## src/rtl/sbc_pkg.sv

```systemverilog
// Shared types, constants and the sine table builder for the scan breakpoint clusterer.
`default_nettype none
package sbc_pkg;

	localparam int MAX_BEAMS_DEF        = 1024;
	localparam int TRIG_TABLE_DEPTH_DEF = 1024;
	localparam int RANGE_BITS_DEF       = 16;

	localparam longint unsigned HALF_PI_Q30 = 64'd1686629713;

	localparam logic [10:0] COUNT_MAX   = 11'd1024;
	localparam logic [9:0]  CLUSTER_MAX = 10'd1023;
	localparam logic [10:0] KEEP_MIN    = 11'd3;

	localparam logic [15:0] STEP_RESET   = 16'd182;
	localparam logic [15:0] THRESH_RESET = 16'd100;

	typedef enum logic {
		REG_ANGLE_STEP = 1'b0,
		REG_DIST_THRESH = 1'b1
	} cfg_reg_t;

	typedef enum logic {
		KIND_POINT = 1'b0,
		KIND_VERDICT = 1'b1
	} rec_kind_t;

	typedef enum logic [2:0] {
		ST_IDLE,
		ST_PHASE,
		ST_COS,
		ST_SIN,
		ST_Y,
		ST_SQ,
		ST_DEC,
		ST_EMIT
	} state_t;

	typedef struct packed {
		logic load;
		logic phase;
		logic cos_rd;
		logic sin_rd;
		logic y_calc;
		logic sq;
		logic decide;
		logic advance;
	} cmd_t;

	typedef struct packed {
		logic last_rec;
	} status_t;

	typedef struct packed {
		rec_kind_t          kind;
		logic signed [16:0] x;
		logic signed [16:0] y;
		logic [9:0]         beam;
		logic [9:0]         cid;
		logic [10:0]        cnt;
		logic               keep;
		logic               mrg;
		logic               last;
	} rec_t;

	// Long division by shift and subtract, for numerators below 2^36.
	function automatic longint unsigned div_by_shift(input longint unsigned num,
			input longint unsigned den);
		longint unsigned rem;
		longint unsigned quo;
		rem = num;
		quo = 64'd0;
		for (int b = 35; b >= 0; b--) begin
			if ((rem >> b) >= den) begin
				rem = rem - (den << b);
				quo = quo | (64'd1 << b);
			end
		end
		return quo;
	endfunction

	// Quarter-wave sine in units of 2^-16 from an angle in Q30 radians.
	function automatic logic [15:0] sine_from_angle(input longint unsigned a);
		longint unsigned a2;
		longint unsigned term;
		longint unsigned sum;
		longint unsigned v;
		a2 = (a * a) >> 30;
		term = a;
		sum = a;
		for (int n = 1; n <= 10; n++) begin
			term = div_by_shift((term * a2) >> 30, longint'((2 * n) * (2 * n + 1)));
			if ((n & 1) == 1) begin
				sum = (sum > term) ? sum - term : 64'd0;
			end else begin
				sum = sum + term;
			end
		end
		v = (sum * 64'd65536 + (64'd1 << 29)) >> 30;
		return (v > 64'd65535) ? 16'hFFFF : v[15:0];
	endfunction

endpackage
`default_nettype wire

```

## src/rtl/sbc_ctrl.sv

```systemverilog
// Sequencer of the scan breakpoint clusterer: steps one beam through the datapath.
`default_nettype none
module sbc_ctrl (
	input  wire logic            clk,
	input  wire logic            arst_n,
	input  wire logic            in_valid,
	output logic                 in_ready,
	output logic                 out_valid,
	input  wire logic            out_ready,
	output sbc_pkg::cmd_t        cmd,
	input  wire sbc_pkg::status_t sts
);
	import sbc_pkg::*;

	state_t state_q, state_d;

	always_ff @(posedge clk or negedge arst_n) begin
		if (!arst_n) begin
			state_q <= ST_IDLE;
		end else begin
			state_q <= state_d;
		end
	end

	always_comb begin
		state_d = state_q;
		case (state_q)
			ST_IDLE:  if (in_valid) state_d = ST_PHASE;
			ST_PHASE: state_d = ST_COS;
			ST_COS:   state_d = ST_SIN;
			ST_SIN:   state_d = ST_Y;
			ST_Y:     state_d = ST_SQ;
			ST_SQ:    state_d = ST_DEC;
			ST_DEC:   state_d = ST_EMIT;
			ST_EMIT:  if (out_ready && sts.last_rec) state_d = ST_IDLE;
			default:  state_d = ST_IDLE;
		endcase
	end

	always_comb begin
		cmd = '0;
		in_ready = 1'b0;
		out_valid = 1'b0;
		case (state_q)
			ST_IDLE: begin
				in_ready = 1'b1;
				cmd.load = in_valid;
			end
			ST_PHASE: cmd.phase = 1'b1;
			ST_COS:   cmd.cos_rd = 1'b1;
			ST_SIN:   cmd.sin_rd = 1'b1;
			ST_Y:     cmd.y_calc = 1'b1;
			ST_SQ:    cmd.sq = 1'b1;
			ST_DEC:   cmd.decide = 1'b1;
			ST_EMIT: begin
				out_valid = 1'b1;
				cmd.advance = out_ready;
			end
			default: ;
		endcase
	end

endmodule
`default_nettype wire

```

## config.mk

```make
export PLATFORM = sky130hd
export DESIGN_NAME = sbc_ctrl
export DESIGN_NICKNAME = d
export VERILOG_FILES = /design/src/rtl/sbc_pkg.sv /design/src/rtl/sbc_ctrl.sv
export SDC_FILE = /design/constraint.sdc
export NUM_CORES = 1
export LEC_CHECK = 0
export ABC_AREA = 1
export BUFFER_PORTS_ARGS = -buffer_cell sky130_fd_sc_hd__buf_2
export CAP_MARGIN = 30
export CORE_AREA = 2 2 39 41
export DETAILED_ROUTE_END_ITERATION = 8
export DIE_AREA = 0 0 41 43
export GPL_TIMING_DRIVEN = 0
export HOLD_SLACK_MARGIN = 0.1
export SYNTH_ARGS = -nofsm -noshare
export SYNTH_HDL_FRONTEND = slang
export SYNTH_SLANG_ARGS = --single-unit
export TNS_END_PERCENT = 100
```

## constraint.sdc

```tcl
create_clock -name clk -period 3.67 [get_ports clk]
set_input_delay 0.9175 -clock clk [delete_from_list [all_inputs] [get_ports clk]]
set_output_delay 0.9175 -clock clk [all_outputs]
set_load 0.01 [all_outputs]
```

==> impl_metrics.ini <==
[status]
status = complete, no violations

[yosys]
yosysSeqAreaShare = 0.227
netlist_area_sq_um = 330
synth.distinct_cells = 14
synth-seq-cells = 3
yosys.area.top_type = dfrtp_1
synthCells = 50
ys.flop_type = dfrtp_1
ys_top_cells_by_area = dfrtp_1 23%, ha_1 15%, inv_1 13%
yosysTopAreaCellShare = 0.227
synth_enable_flop_cells = 0
ys_warn_count = 0
synthArstFlopShare = 1.00
synth_nets = 59
synth.most_common_cell = inv_1
yosys-top-cells-count = 11 x inv_1, 9 x nand2_1, 5 x nor2_1
syn_avg_cell_area_sq_um = 6.61

[global_routing]
grt_pass1_vias = 291
grt.overflow.total = 0
grt_usage = 0.0917
grt_max_degree = 11
grt_pass1_wl_microns = 1010
antenna_found_initial = 0

[route]
route.detailed.drc = 0
avgRoutedWirePerCell_microns = 7.33
via_per_inst = 3.94
drtIter0Drc = 6
ant_nets = 0
wirelength_microns = 616
dr.pass1.iters = 4
num_vias = 331

[setup_path]
crit_path_max_incr_delay_ns = 0.39
cp_top_family = flip-flops
crit_top_cell = inv_1
slowest_stage = dfrtp_1
crit_path_end_kind = primary output
cp_cell_sequence = inv_1 -> ha_1 -> inv_1 -> nor3_1 -> buf_2
critPathArrivalTime_ns = 1.33
critPathKind = reg2out
start_kind = flop
cp_data_required_time_ns = 2.75
worst-path-max-fanout = 4
path_buf_inv = 3

[job]
maxCapViolCount = 0

[floorplan]
dieArea_sq_mm = 0.00176
die_h_microns = 43
pin_count = 15
start_util = 0.239
coreArea_sq_mm = 0.00138
rows = 14
die_w_microns = 41

[clock_network]
clock_latency_ns = 0.23
ctsRootBufferMaster = clkbuf_4
clkTransAtPathRegs_ns = 0.04
cts_resized = 0
cts_tree = done
cts_setup_buffers = 0
clock_sinks = 3
cts_buffers = 3
cts_hold_buf = 0
clock_path_buffers = 2
cts_max_level = 1

[placed_design]
hpwl_microns = 506
port_buffers = 14
gp_congestion = 0.720

[sta]
relSlewSlack = 0.867
setup_viol_count_final = 0
timing.final.crit_share = 0.613
worstMarginPinSlew_ns = 0.198
finalClockSkew_ns = 0.00144
setup_tns_ns = 0
timing.fmax_mhz = 444
grt_setup_unrepaired = no
report.final.slew_viol_count = 0
hold_viol_final = 0
min_period_ns = 2.25

[cells_and_area]
area_growth_pct = 35.2
reg_top3 = state_q (3)
drive_above_1_share = 0.382
final_nets = 78
fin_util = 0.323
regMostFlops = state_q
n_antenna_cell = 0
largest_reg_flops = 3

[power_and_ir_drop]
p_leak_nw = 0.315
ir_drop_mv = 0.345
p_per_area_mw_per_mm2 = 897

[min_path]
hold_path.class = in2async
-- routing by layer --
| layer | wire length, microns | global-route usage | vias to the layer above |
|---|---|---|---|
| li1 | - | - | 184 |
| met1 | 269 | 0.0879 | 141 |
| met2 | 312 | 0.134 | 6 |
| met3 | 34 | 0.0314 | 0 |
| met4 | 0 | 0.100 | 0 |
| met5 | 0 | 0 | - |
-- layout by cell type, fill, tap and decap left out --
cell,count
nand2_2,4
clkbuf_4,3
inv_2,2
clkbuf_1,1
buf_6,1
inv_1,11
nand3_1,3
nor2_4,1
nor2_1,5
ha_1,4
a21oi_1,3
nor3_1,1
buf_2,14
nand2_4,1
nand2_1,9
o21ai_0,2
dfrtp_1,3
-- path summary, 6_finish.rpt --
check	from	endpoint	cells after the start	slack (ns)
hold / removal	arst_n	state_q[2]	1	0.47
max in group asynchronous	arst_n	state_q[1]	1	3.09
setup / recovery	state_q[1]	cmd[7]	5	1.42
min in group clk	state_q[0]	state_q[0]	2	0.60
hold reg to reg	state_q[0]	state_q[0]	2	0.60
setup reg to reg	state_q[0]	state_q[0]	7	2.36
-- area by class of cell --
cell class,count,area (sq um)
inverters,13,48.8
well taps,16,20.0
repair buffers,14,70.1
flip-flops and latches,3,75.1
multi-input cells,33,195
fillers,161,937
clock buffers,4,26.3
plain buffers,1,11.3
-- metrics by stage --
step / setup WS, ns / std cells / instance area (sq um) / hold WS [ns] / power [mW]
2_1_floorplan: 1.54 / 50 / 330 / 0.531 / 0.276
5_1_grt: 1.26 / 84 / 447 / 0.448 / 0.455
6_report: 1.42 / 84 / 447 / 0.472 / 0.401
3_5_place_dp: 1.44 / 80 / 420 / 0.594 / 0.348
4_1_cts: 1.39 / 84 / 447 / 0.461 / 0.410
3_3_place_gp: 1.45 / 80 / 420 / 0.587 / 0.347
-- cell families after synthesis --
family | count (synthesis) | synth area share
and+or+nand+nor | 24 | 0.364
buffers and inverters | 14 | 0.182
AOI/OAI and AO/OA | 5 | 0.0757
adders and majority gates | 4 | 0.152
DFF | 3 | 0.227
-- power by group --
| part | internal, mW | switching, mW | leakage [nW] |
|---|---|---|---|
| Sequential | 0.0527 | 0.0129 | 0.0346 |
| Combinational | 0.112 | 0.166 | 0.265 |
| Clock | 0.0407 | 0.0164 | 0.0150 |
| Total | 0.205 | 0.196 | 0.315 |
Power figures use the tool's default switching activity.
